===== src/rtl/core/tfm_pkg.sv =====
// ----------------------------------------------------------------------------
// tfm_pkg
// Types and constants shared by the temperature fault monitor.
// ----------------------------------------------------------------------------
package tfm_pkg;

    localparam int TEMP_W     = 16;
    localparam int PSTAT_W    = 8;
    localparam int CODE_W     = 3;
    localparam int CFG_IDX_W  = 3;
    localparam int CFG_DATA_W = 16;
    localparam int S_TDATA_W  = 40;
    localparam int M_TDATA_W  = 8;

    // Fan turns off at 2 degrees (32 LSB of Q12.4) below the on level.
    localparam logic [TEMP_W:0] FAN_HYST_LSB = (TEMP_W + 1)'(32);

    typedef logic signed [TEMP_W-1:0] temp_t;

    typedef enum logic [CFG_IDX_W-1:0] {
        CFG_CONTROL_ENABLE = 3'd0,
        CFG_BOARD_MAX      = 3'd1,
        CFG_BOARD_MIN      = 3'd2,
        CFG_PROBE_MAX      = 3'd3,
        CFG_PROBE_MIN      = 3'd4,
        CFG_FAN_ON_LEVEL   = 3'd5
    } cfg_idx_t;

    typedef enum logic [CODE_W-1:0] {
        ST_OK         = 3'd0,
        ST_BOARD_FAIL = 3'd1,
        ST_PROBE_FLT  = 3'd2,
        ST_BOARD_HIGH = 3'd3,
        ST_BOARD_LOW  = 3'd4,
        ST_PROBE_HIGH = 3'd5,
        ST_PROBE_LOW  = 3'd6,
        ST_PROBE_ZERO = 3'd7
    } status_t;

    localparam temp_t BOARD_MAX_RST    = 16'sd1120;
    localparam temp_t BOARD_MIN_RST    = 16'sd0;
    localparam temp_t PROBE_MAX_RST    = 16'sd960;
    localparam temp_t PROBE_MIN_RST    = 16'sd0;
    localparam temp_t FAN_ON_LEVEL_RST = 16'sd480;

endpackage


===== src/rtl/core/temp_fault_monitor_fan_hysteresis.sv =====
// ----------------------------------------------------------------------------
// temp_fault_monitor_fan_hysteresis
// Per-tick temperature fault checks with LED indication and fan hysteresis.
// ----------------------------------------------------------------------------
// Throughput: one word per cycle while m_tready does not stall the result
// register; the input register feeds the fault checks and state update,
// which feed the result register combinationally.
// Reset (aresetn low, synchronous): configuration registers return to their defaults,
// tick parity, fan and LED state clear, and both stages empty.
module temp_fault_monitor_fan_hysteresis (
    input  logic                             aclk,
    input  logic                             aresetn,
    // Configuration write port
    input  logic                             cfg_wr_en,
    input  logic [tfm_pkg::CFG_IDX_W-1:0]    cfg_index,
    input  logic [tfm_pkg::CFG_DATA_W-1:0]   cfg_wdata,
    // Input stream
    input  logic                             s_tvalid,
    output logic                             s_tready,
    // tdata: board_temp[15:0], probe_temp[31:16], probe_status[39:32]
    input  logic [tfm_pkg::S_TDATA_W-1:0]    s_tdata,
    // tuser: board_sensor_fail[0]
    input  logic                             s_tuser,
    // Result stream
    output logic                             m_tvalid,
    input  logic                             m_tready,
    // tdata: status_code[2:0], fan_drive[3], red_led[4], zero[7:5]
    output logic [tfm_pkg::M_TDATA_W-1:0]    m_tdata
);
    import tfm_pkg::*;

    // Configuration
    logic  ctrl_en_reg;
    temp_t board_max_reg, board_min_reg, probe_max_reg, probe_min_reg, fan_on_reg;

    // Input stage
    logic              in_valid_reg;
    temp_t             board_reg;
    temp_t             probe_reg;
    logic [PSTAT_W-1:0] pstat_reg;
    logic              bfail_reg;

    // Tick state
    logic parity_reg, fan_state_reg, led_state_reg;
    logic parity_next, fan_state_next, led_state_next;
    status_t code_next;

    // Result stage
    logic             out_valid_reg;
    logic [M_TDATA_W-1:0] out_data_reg;

    logic advance;
    logic step;
    logic board_hi, board_lo, probe_hi, probe_lo, probe_zero;
    logic fan_hit_on, fan_hit_off;
    logic signed [TEMP_W:0] probe_ext, fan_on_ext;

    assign advance  = !out_valid_reg || m_tready;
    assign step     = advance && in_valid_reg;
    assign s_tready = !in_valid_reg || advance;
    assign m_tvalid = out_valid_reg;
    assign m_tdata  = out_data_reg;

    always_ff @(posedge aclk) begin
        if (!aresetn) begin
            ctrl_en_reg   <= 1'b0;
            board_max_reg <= BOARD_MAX_RST;
            board_min_reg <= BOARD_MIN_RST;
            probe_max_reg <= PROBE_MAX_RST;
            probe_min_reg <= PROBE_MIN_RST;
            fan_on_reg    <= FAN_ON_LEVEL_RST;
        end else if (cfg_wr_en) begin
            unique case (cfg_index)
                CFG_CONTROL_ENABLE: ctrl_en_reg   <= cfg_wdata[0];
                CFG_BOARD_MAX:      board_max_reg <= cfg_wdata;
                CFG_BOARD_MIN:      board_min_reg <= cfg_wdata;
                CFG_PROBE_MAX:      probe_max_reg <= cfg_wdata;
                CFG_PROBE_MIN:      probe_min_reg <= cfg_wdata;
                CFG_FAN_ON_LEVEL:   fan_on_reg    <= cfg_wdata;
                default: ;
            endcase
        end
    end

    always_ff @(posedge aclk) begin
        if (!aresetn) begin
            in_valid_reg <= 1'b0;
        end else if (s_tready) begin
            in_valid_reg <= s_tvalid;
        end
    end

    always_ff @(posedge aclk) begin
        if (s_tready && s_tvalid) begin
            board_reg <= s_tdata[15:0];
            probe_reg <= s_tdata[31:16];
            pstat_reg <= s_tdata[39:32];
            bfail_reg <= s_tuser;
        end
    end

    assign board_hi   = board_reg > board_max_reg;
    assign board_lo   = board_reg < board_min_reg;
    assign probe_hi   = probe_reg > probe_max_reg;
    assign probe_lo   = probe_reg < probe_min_reg;
    assign probe_zero = probe_reg == '0;

    // Off threshold compared as probe + 32 <= level, kept in 17 bits.
    assign probe_ext   = {probe_reg[TEMP_W-1], probe_reg};
    assign fan_on_ext  = {fan_on_reg[TEMP_W-1], fan_on_reg};
    assign fan_hit_on  = probe_reg >= fan_on_reg;
    assign fan_hit_off = (probe_ext + signed'(FAN_HYST_LSB)) <= fan_on_ext;

    always_comb begin
        parity_next    = ~parity_reg;
        led_state_next = led_state_reg;
        code_next      = ST_OK;
        if (bfail_reg) begin
            code_next = ST_BOARD_FAIL;
        end else if (pstat_reg != '0) begin
            code_next      = ST_PROBE_FLT;
            led_state_next = 1'b1;
        end else if (board_hi || board_lo) begin
            code_next      = board_hi ? ST_BOARD_HIGH : ST_BOARD_LOW;
            led_state_next = 1'b0;
        end else if (ctrl_en_reg && (probe_hi || probe_lo)) begin
            code_next      = probe_hi ? ST_PROBE_HIGH : ST_PROBE_LOW;
            led_state_next = parity_next;
        end else if (ctrl_en_reg && probe_zero) begin
            code_next      = ST_PROBE_ZERO;
            led_state_next = parity_next;
        end else begin
            led_state_next = 1'b0;
        end
    end

    always_comb begin
        fan_state_next = fan_state_reg;
        if (!ctrl_en_reg) begin
            fan_state_next = 1'b1;
        end else if (code_next != ST_OK) begin
            fan_state_next = 1'b0;
        end else if (!parity_next) begin
            // The off test wins when both bands are met.
            if (fan_hit_off) begin
                fan_state_next = 1'b0;
            end else if (fan_hit_on) begin
                fan_state_next = 1'b1;
            end
        end
    end

    always_ff @(posedge aclk) begin
        if (!aresetn) begin
            parity_reg    <= 1'b0;
            fan_state_reg <= 1'b0;
            led_state_reg <= 1'b0;
            out_valid_reg <= 1'b0;
        end else if (advance) begin
            out_valid_reg <= in_valid_reg;
            if (in_valid_reg) begin
                parity_reg    <= parity_next;
                fan_state_reg <= fan_state_next;
                led_state_reg <= led_state_next;
            end
        end
    end

    always_ff @(posedge aclk) begin
        if (step) begin
            out_data_reg <= {3'b000, led_state_next, fan_state_next, code_next};
        end
    end

`ifndef SYNTH
    a_parity_toggles: assert property (@(posedge aclk) disable iff (!aresetn)
        step |=> parity_reg != $past(parity_reg))
        else $error("tick parity did not toggle on a processed word");

    a_fan_forced: assert property (@(posedge aclk) disable iff (!aresetn)
        (step && !ctrl_en_reg) |=> fan_state_reg)
        else $error("fan not forced on with control disabled");

    a_fault_fan_off: assert property (@(posedge aclk) disable iff (!aresetn)
        (step && ctrl_en_reg && code_next != ST_OK) |=> !fan_state_reg)
        else $error("fan left on during a fault with control enabled");

    a_ok_led_off: assert property (@(posedge aclk) disable iff (!aresetn)
        (out_valid_reg && out_data_reg[CODE_W-1:0] == ST_OK) |-> !out_data_reg[4])
        else $error("red LED lit with status ok");
`endif

endmodule


===== config.mk =====
export PLATFORM = sky130hd
export DESIGN_NAME = temp_fault_monitor_fan_hysteresis
export DESIGN_NICKNAME = d
export VERILOG_FILES = /design/src/rtl/core/tfm_pkg.sv /design/src/rtl/core/temp_fault_monitor_fan_hysteresis.sv
export SDC_FILE = /design/constraint.sdc
export NUM_CORES = 1
export LEC_CHECK = 0
export CORE_UTILIZATION = 57
export CTS_CLUSTER_SIZE = 16
export DETAILED_ROUTE_END_ITERATION = 6
export DONT_BUFFER_PORTS = 1
export PLACE_DENSITY = 0.75
export SLEW_MARGIN = 20
export SYNTH_ARGS = -nofsm -noshare
export SYNTH_HDL_FRONTEND = slang
export SYNTH_SLANG_ARGS = --single-unit

===== constraint.sdc =====
create_clock -name aclk -period 2.9 [get_ports aclk]
set_clock_uncertainty 0.15 [all_clocks]
set_input_delay 0.435 -clock aclk [delete_from_list [all_inputs] [get_ports aclk]]
set_output_delay 0.435 -clock aclk [all_outputs]
set_load 0.005 [all_outputs]

==> results of run 1 <==
## critical path, cell delays in order, from the launching register on
cell and delay, ns:
sky130_fd_sc_hd__edfxtp_1 0.43, sky130_fd_sc_hd__ha_1 0.34, sky130_fd_sc_hd__and4_4 0.25, sky130_fd_sc_hd__nand2_4 0.05, sky130_fd_sc_hd__or4_4 0.47, sky130_fd_sc_hd__o211ai_1 0.11, sky130_fd_sc_hd__mux2i_1 0.12, sky130_fd_sc_hd__or3_4 0.43
sky130_fd_sc_hd__or4b_4 0.50, sky130_fd_sc_hd__a31oi_1 0.13
## final timing paths
path	end	slack (ns)
worst max-delay path	fan_state_reg	-0.16
worst min-delay path	fan_on_reg[11]	0.0002
worst min register to register	probe_min_reg[6]	0.31
worst max register to register	fan_state_reg	-0.16
## repair_timing
| item | CTS | global route |
|---|---|---|
| buffers inserted | 4 | 5 |
| pin swaps | 5 | 8 |
| hold buffers | 59 | 4 |
| resized for setup | 3 | 34 |
| endpoints found under the setup margin | 6 | 7 |
| endpoints found under the hold margin | 73 | 6 |
## synth_stat cells (2+ instances only)
cell | n | area share [%]
sky130_fd_sc_hd__a2111oi_0 | 3 | 0.36
sky130_fd_sc_hd__a211o_1 | 3 | 0.36
sky130_fd_sc_hd__a211oi_1 | 7 | 0.73
sky130_fd_sc_hd__a21boi_0 | 70 | 7.3
sky130_fd_sc_hd__a21o_1 | 9 | 0.93
sky130_fd_sc_hd__a21oi_1 | 25 | 1.7
sky130_fd_sc_hd__a31oi_1 | 7 | 0.61
sky130_fd_sc_hd__a41oi_1 | 2 | 0.24
sky130_fd_sc_hd__and2_1 | 5 | 0.43
sky130_fd_sc_hd__and3_1 | 7 | 0.61
sky130_fd_sc_hd__buf_4 | 3 | 0.31
sky130_fd_sc_hd__clkbuf_1 | 23 | 1.2
sky130_fd_sc_hd__dfxtp_1 | 86 | 24
sky130_fd_sc_hd__edfxtp_1 | 46 | 19
sky130_fd_sc_hd__ha_1 | 91 | 16
sky130_fd_sc_hd__inv_1 | 84 | 4.4
sky130_fd_sc_hd__nand2_1 | 170 | 8.8
sky130_fd_sc_hd__nand2b_1 | 8 | 0.69
sky130_fd_sc_hd__nand3_1 | 16 | 1.1
sky130_fd_sc_hd__nand4_1 | 13 | 1.1
sky130_fd_sc_hd__nand4b_1 | 3 | 0.36
sky130_fd_sc_hd__nor2_1 | 21 | 1.1
sky130_fd_sc_hd__nor2b_1 | 10 | 0.86
sky130_fd_sc_hd__nor3_1 | 8 | 0.55
sky130_fd_sc_hd__nor4_1 | 6 | 0.52
sky130_fd_sc_hd__o211ai_1 | 18 | 1.9
sky130_fd_sc_hd__o21a_1 | 4 | 0.41
sky130_fd_sc_hd__o21ai_0 | 13 | 0.90
sky130_fd_sc_hd__o22ai_1 | 3 | 0.26
sky130_fd_sc_hd__or4_1 | 2 | 0.21
sky130_fd_sc_hd__or4b_2 | 2 | 0.28
sky130_fd_sc_hd__xnor2_1 | 7 | 0.85
sky130_fd_sc_hd__xor2_1 | 3 | 0.36
## per-stage QoR
step,instances,utilization [%],hold slack [ns]
floorplan,797,-,0.2935
global placement,992,63.61,0.3012
detailed placement,992,63.61,0.3068
CTS,1087,73.57,0.0002826
global route,1096,75.48,-0.001124
finish,1096,75.48,0.0002405
## per-layer routing
metal | up-vias | part of all wire (%) | GRT usage, %
met5 | - | 0 | 0
met4 | 0 | 4.5 | 17.40
met3 | 54 | 6.6 | 7.147
met2 | 253 | 48 | 55.19
met1 | 3009 | 41 | 39.89
li1 | 3007 | - | -
## cell families (layout without fill, tap and decap cells)
logic type	count (synthesis)	count (layout)	synth area share, %
and+or+nand+nor	278	278	17.60
AOI/OAI and AO/OA	170	170	16.32
DFF	132	132	42.88
buffers and inverters	111	242	5.913
adders and majority gates	91	91	15.73
xor gates and xnor gates	10	10	1.210
muxes	2	2	0.2939
other	1	3	0.05182
## layout make-up
type	instances	share of cell area, %
Clock buffer	18	4.656
Clock inverter	14	1.656
Inverter	84	3.421
Multi-Input combinational cell	554	42.01
Sequential cell	132	33.66
Tap cell	168	2.280
Timing Repair Buffer	126	12.31
## power breakdown
| part | switching, uW | leakage (uW) | internal, uW |
|---|---|---|---|
| Sequential | 41.7 | 0.00114 | 1990 |
| Combinational | 287 | 0.00210 | 282 |
| Clock | 865 | 0.000281 | 1280 |
==> impl_summary.txt, run 1 <==
----------------------------------------------------
[Run status]
  Status ... complete, but fails checks
  Failing checks ... negative setup slack

[STA]
  Final Slew Violations ... 0
  Measured slew at the worst slew-check pin ... roughly 0.8 ns
  Setup repair after global routing missed its margin ... yes
  Tightest slew margin relative to the limit ... between 40% and 50%
  Peak Freq ... 0.3269 GHz
  Number of setup violations in the final report ... 4
  Final count of hold timing violations ... 0
  Post-route minimum period ... about 3.1 ns
  Aggregate negative setup slack ... -0.4086 ns
  Final worst-path setup slack ... -0.1593 ns
  Final period utilization ... 105.5%

[Critical path]
  Critical Path Start Type ... register
  Data arrival time at the worst-slack endpoint ... 3.26 ns
  Critical path class ... reg -> reg
  Worst setup path startpoint ... probe_reg[15]
  Start of the worst register-to-register path ... probe_reg[15]
  Required @ worst endpoint ... 3.10 ns
  R2r worst-path depth ... 9
  Crit path max fanout ... 3
  Crit path capture type ... register

[Yosys]
  Proportion of synthesized chip area in sequential cells ... 42.88%
  Synthesized area per cell ... just over 9 um^2
  Area of the mapped netlist ... about 7200 um^2
  Most used DFF post-synth ... sky130_fd_sc_hd__dfxtp_1
  Count of cell types in the netlist ... 50
  Cell count after synthesis ... slightly below 800
  Count of flip-flops with a built-in enable after synthesis ... 46
  Yosys Warn Count ... 0
  #FFs+latches synth ... approximately 130
  Ys async rst share ... 0%

[Min path]
  Hold path depth ... 2
  Startpoint of the most critical hold path ... cfg_wdata[11]
  Hold/Removal Path Class ... in -> reg

[Place]
  Area of placed instances ... 7767 um^2
  HPWL reported at the end of detailed placement ... 13.79 mm
  Number of input and output port buffers inserted ... 0
  DP Worst Slack ... -0.1359 ns
  RD Place Congestion ... 0.9939

[Detailed routing]
  Via total after detailed routing ... approximately 6300
  Overall routed net length ... 20.82 mm
  Number of iterations in the first detailed-routing pass ... 5
  Routed vias/inst ... 5.769
  Final routed DRC violation total ... 0
  Iteration-0 DRC count of the detailed router ... 551
  Avg WL per Cell ... 19.00 um
  Residual antenna-violating net count after detailed routing ... 0

[Clock tree]
  Clock transition at the register clock pins on the worst setup and hold paths after CTS ... around 0.06 ns
  Library cell used as clock root buffer ... sky130_fd_sc_hd__clkbuf_16
  Maximum clock insertion buffer count ... 2
  Clock tree from TritonCTS ... built
  Number of clock sinks ... 132
  TritonCTS Buffers ... 17
  Latest clock arrival within the worst-skew pair ... 0.43 ns
  # H-tree levels ... 4

[Global route]
  Overflow after GRT ... 0
  Maximum number of pins on one net before global-route repair ... 74
  Initial antenna violation count ... 0
  Via count of the first global-routing pass ... 6301
  Global-route wire length before repair ... 32.05 mm
  Gr usage total ... 33.01%

[Layout]
  Seq. cell area ... 3103 um^2
  Combined area of the multi-input logic cells ... 3872 um^2
  Fillers ... 878
  Count of nets after finishing ... 1071
  Most common cell after layout, fill and taps aside ... sky130_fd_sc_hd__nand2_1
  Antenna Cells ... 0
  Design area ... 9218 um^2
  Top library cells by usage in the layout, fill and taps aside ... 167 x sky130_fd_sc_hd__nand2_1, 88 x sky130_fd_sc_hd__ha_1, 86 x sky130_fd_sc_hd__dfxtp_1
  Fraction of layout cells with a size suffix above 1 ... 13.90%
  Synthesis-to-finish area growth ... 27.37%

[Power and ir drop]
  Power Density ... 514.3 nW/um^2
  Worst IR Drop VDD ... 0.5056 mV
  Total power draw ... 4740 uW
  Cell leakage power ... ~0.0035 uW

[Floorplanning]
  Initial core utilization ... 59.26%
  Die W ... roughly 110 um
  # IOs ... 75
  Number of core rows ... 40
  Core Footprint ... 12210 um^2
  Vertical die dimension ... 114.7 um
  Die area ... approximately 13000 um^2

[Run]
  Max-cap check violation count ... 0

----------------------------------------------------
Note: power is estimated with default switching activity, not from simulation.
==> run 2, diff against run 1 <==
--- a/config.mk
+++ b/config.mk
@@ -5,11 +5,12 @@
 export SDC_FILE = /design/constraint.sdc
 export NUM_CORES = 1
 export LEC_CHECK = 0
-export CORE_UTILIZATION = 57
+export ABC_AREA = 1
+export CORE_UTILIZATION = 58
 export CTS_CLUSTER_SIZE = 16
 export DETAILED_ROUTE_END_ITERATION = 6
 export DONT_BUFFER_PORTS = 1
-export PLACE_DENSITY = 0.75
+export PLACE_DENSITY = 0.76
 export SLEW_MARGIN = 20
 export SYNTH_ARGS = -nofsm -noshare
 export SYNTH_HDL_FRONTEND = slang
==> run 2 against run 1 <==
Net effect: the run still ends with negative setup slack left; cell count grew 3.0%; critical path depth increased by 14; die area decreased by 2.2%; clock-buffer cell count up 3; non-clock buffer count fell by 52; total power increased by 4.3%; combinational power about the same; maximum frequency grew 3.1%; largest power group unchanged.
==> impl_summary.txt, run 2 <==
----------------------------------------------------
[Detailed routing]
  Avg WL per Cell ... ~15 um
  Overall routed net length ... 17.04 mm
  Number of iterations in the first detailed-routing pass ... 5
  Residual antenna-violating net count after detailed routing ... 0
  Routed vias/inst ... about 5.2
  Iteration-0 DRC count of the detailed router ... 298
  Final routed DRC violation total ... 0
  Via total after detailed routing ... slightly below 6000

[Yosys]
  Synth top area cells ... sky130_fd_sc_hd__dfxtp_1 24%, sky130_fd_sc_hd__edfxtp_1 19%, sky130_fd_sc_hd__ha_1 16%
  Synth Area in XOR/XNOR ... 0.9729%
  Post-synth top cells ... 153 x sky130_fd_sc_hd__nand2_1, 145 x sky130_fd_sc_hd__inv_1, 107 x sky130_fd_sc_hd__a21oi_1
  Most common cell in the synthesized netlist ... sky130_fd_sc_hd__nand2_1
  Count of flip-flops with a built-in enable after synthesis ... 46
  Yosys Warn Count ... 0
  Simple-gate portion of the synthesized area ... between 10% and 20%
  Post-Synth Adder-Cell Area ... approximately 16%
  Area of the mapped netlist ... 7202 um^2
  Count of cell types in the netlist ... 33
  Proportion of synthesized area in mux cells ... 0%
  Share of the synthesized area in the top cell type ... 23.91%
  Synthesized area per cell ... 8.221 um^2
  Cell count after synthesis ... 876
  Top cell type by total area after synthesis ... sky130_fd_sc_hd__dfxtp_1
  Most used DFF post-synth ... sky130_fd_sc_hd__dfxtp_1
  Dominant combinational cell family by area after synthesis ... simple AND/OR/NAND/NOR gates
  Ys async rst share ... 0%
  Share of the synthesized area in compound gates (AO/OA/AOI/OAI) ... 14.63%
  #FFs+latches synth ... 132
  Proportion of synthesized chip area in sequential cells ... 43.09%

[Place]
  RD Place Congestion ... 0.8304
  Area of placed instances ... 7455 um^2
  HPWL reported at the end of detailed placement ... 11.18 mm
  DP Worst Slack ... -0.1461 ns
  Number of input and output port buffers inserted ... 0

[Layout]
  Fillers ... 922
  Fin util ... 72.52%
  Synthesis-to-finish area growth ... 21.46%
  Antenna Cells ... 0
  Count of nets after finishing ... 1104
  Design area ... just under 9000 um^2
  Most common cell after layout, fill and taps aside ... sky130_fd_sc_hd__nand2_1
  Top library cells by usage in the layout, fill and taps aside ... 152 x sky130_fd_sc_hd__nand2_1, 143 x sky130_fd_sc_hd__inv_1, 106 x sky130_fd_sc_hd__a21oi_1
  Combined area of the multi-input logic cells ... ~3500 um^2
  Seq. cell area ... 3103 um^2
  Fraction of layout cells with a size suffix above 1 ... 9.677%

[Power and ir drop]
  Total power draw ... 4942 uW
  Worst IR Drop VDD ... 0.4819 mV
  Power Density ... 565.0 nW/um^2
  Cell leakage power ... 0.003842 uW

[Critical path]
  Critical Path Start Type ... register
  Crit path capture type ... register
  Data arrival time at the worst-slack endpoint ... between 3 and 4 ns
  R2r worst-path depth ... 23
  Crit path max fanout ... 2
  Required @ worst endpoint ... ~3.1 ns
  Critical path class ... reg -> reg

[Clock tree]
  Number of clock sinks ... around 130
  Latest clock arrival within the worst-skew pair ... 0.42 ns
  Clock transition at the register clock pins on the worst setup and hold paths after CTS ... 0.05 ns
  Clock tree from TritonCTS ... built
  Library cell used as clock root buffer ... sky130_fd_sc_hd__clkbuf_16
  # H-tree levels ... 4
  Maximum clock insertion buffer count ... 2
  TritonCTS Buffers ... 17

[Global route]
  Maximum number of pins on one net before global-route repair ... between 40 and 50
  Overflow after GRT ... 0
  Gr usage total ... about 28%
  Via count of the first global-routing pass ... 5640
  Initial antenna violation count ... 0
  Global-route wire length before repair ... 27.56 mm

[Floorplanning]
  Core Footprint ... ~12000 um^2
  # IOs ... 75
  Initial core utilization ... 59.71%
  Die W ... roughly 110 um
  Die area ... 12870 um^2
  Vertical die dimension ... 113.4 um
  Number of core rows ... 40

[STA]
  Tightest slew margin relative to the limit ... 38.82%
  Final count of hold timing violations ... 0
  Setup repair after global routing missed its margin ... yes
  Final period utilization ... 102.4%
  Measured slew at the worst slew-check pin ... 0.9167 ns
  Final Slew Violations ... 0
  Post-route minimum period ... slightly below 3 ns
  Number of setup violations in the final report ... 2
  Final worst-path setup slack ... -0.06854 ns
  Aggregate negative setup slack ... -0.1085 ns
  Peak Freq ... 0.3369 GHz

[Min path]
  Hold path depth ... 2
  Hold/Removal Path Class ... in -> reg

[Run status]
  Failing checks ... negative setup slack
  Status ... complete, but fails checks

[Run]
  Max-cap check violation count ... 0

----------------------------------------------------
[run 2: area by class of cell]
type	instances	area share (%)
timing repair buffer	74	8.096
clock inverter	11	1.974
tap	168	2.403
multi-input combinational	573	40.24
clock buffer	21	5.378
inverter	150	6.437
sequential	132	35.47
[run 2: where the power goes]
| part | switching, uW | internal, uW | total [uW] |
|---|---|---|---|
| Clock | 815 | 1510 | 2330 |
| Sequential | 40.8 | 2000 | 2040 |
| Combinational | 325 | 246 | 572 |
[run 2: path summary, 6_finish.rpt]
| kind | startpoint | to | slack (ns) |
|---|---|---|---|
| max | probe_reg[5] | fan_state_reg | -0.07 |
| min | cfg_wdata[6] | probe_max_reg[6] | 0.02 |
| max reg2reg | probe_reg[5] | fan_state_reg | -0.07 |
| min reg2reg | board_max_reg[7] | board_max_reg[7] | 0.31 |
[run 2: cells by family after synthesis]
kind of cell / count (synthesis)
xor+xnor: 8
buf+inv: 173
compound gates: 203
other cells: 1
flops: 132
simple gates: 268
fa+ha+maj: 91
[run 2: repair_timing]
action / in CTS / in global routing
gates resized for setup: 7 / 7
buffers inserted: 5 / 1
endpoints found under the setup margin: 2 / 2
hold buffers: 52 / 0
pin swaps: 0 / 4
hold endpoints to repair: 77 / 0
[run 2: worst max-delay path, stage by stage, from the launching register on]
cell	delay, ns
sky130_fd_sc_hd__edfxtp_1	0.36
sky130_fd_sc_hd__ha_2	0.19
sky130_fd_sc_hd__nand3_2	0.08
sky130_fd_sc_hd__nand3b_1	0.22
sky130_fd_sc_hd__nor2_2	0.14
sky130_fd_sc_hd__inv_2	0.05
sky130_fd_sc_hd__nor3_2	0.12
sky130_fd_sc_hd__xnor2_1	0.14
sky130_fd_sc_hd__inv_1	0.09
sky130_fd_sc_hd__ha_4	0.27
sky130_fd_sc_hd__nand2_2	0.05
sky130_fd_sc_hd__nor2_2	0.10
sky130_fd_sc_hd__nand2_1	0.07
sky130_fd_sc_hd__nor2_1	0.10
sky130_fd_sc_hd__nand2_1	0.07
sky130_fd_sc_hd__nand3_1	0.08
sky130_fd_sc_hd__nand2_1	0.07
sky130_fd_sc_hd__nand3_2	0.06
sky130_fd_sc_hd__nand4_1	0.08
sky130_fd_sc_hd__nor2_1	0.15
sky130_fd_sc_hd__nand3_2	0.10
sky130_fd_sc_hd__nand3_1	0.07
sky130_fd_sc_hd__nand2_1	0.05
sky130_fd_sc_hd__inv_1	0.04
[run 2: stage by stage]
| stage | hold slack, ns | std cells |
|---|---|---|
| final | 0.01655 | 1129 |
| after global placement | 0.2950 | 1039 |
| after CTS | 0.0003886 | 1128 |
| after global routing | 0.0009112 | 1129 |
| after floorplan | 0.2853 | 878 |
| after detailed placement | 0.3007 | 1039 |
[run 2: metal layers]
layer / up-vias / share of wire [%] / global-route usage (%)
met5: - / 0 / 0
met2: 150 / 48 / 48.51
met4: 0 / 1.5 / 7.982
li1: 3045 / - / -
met1: 2688 / 45 / 35.74
met3: 22 / 5.4 / 6.111
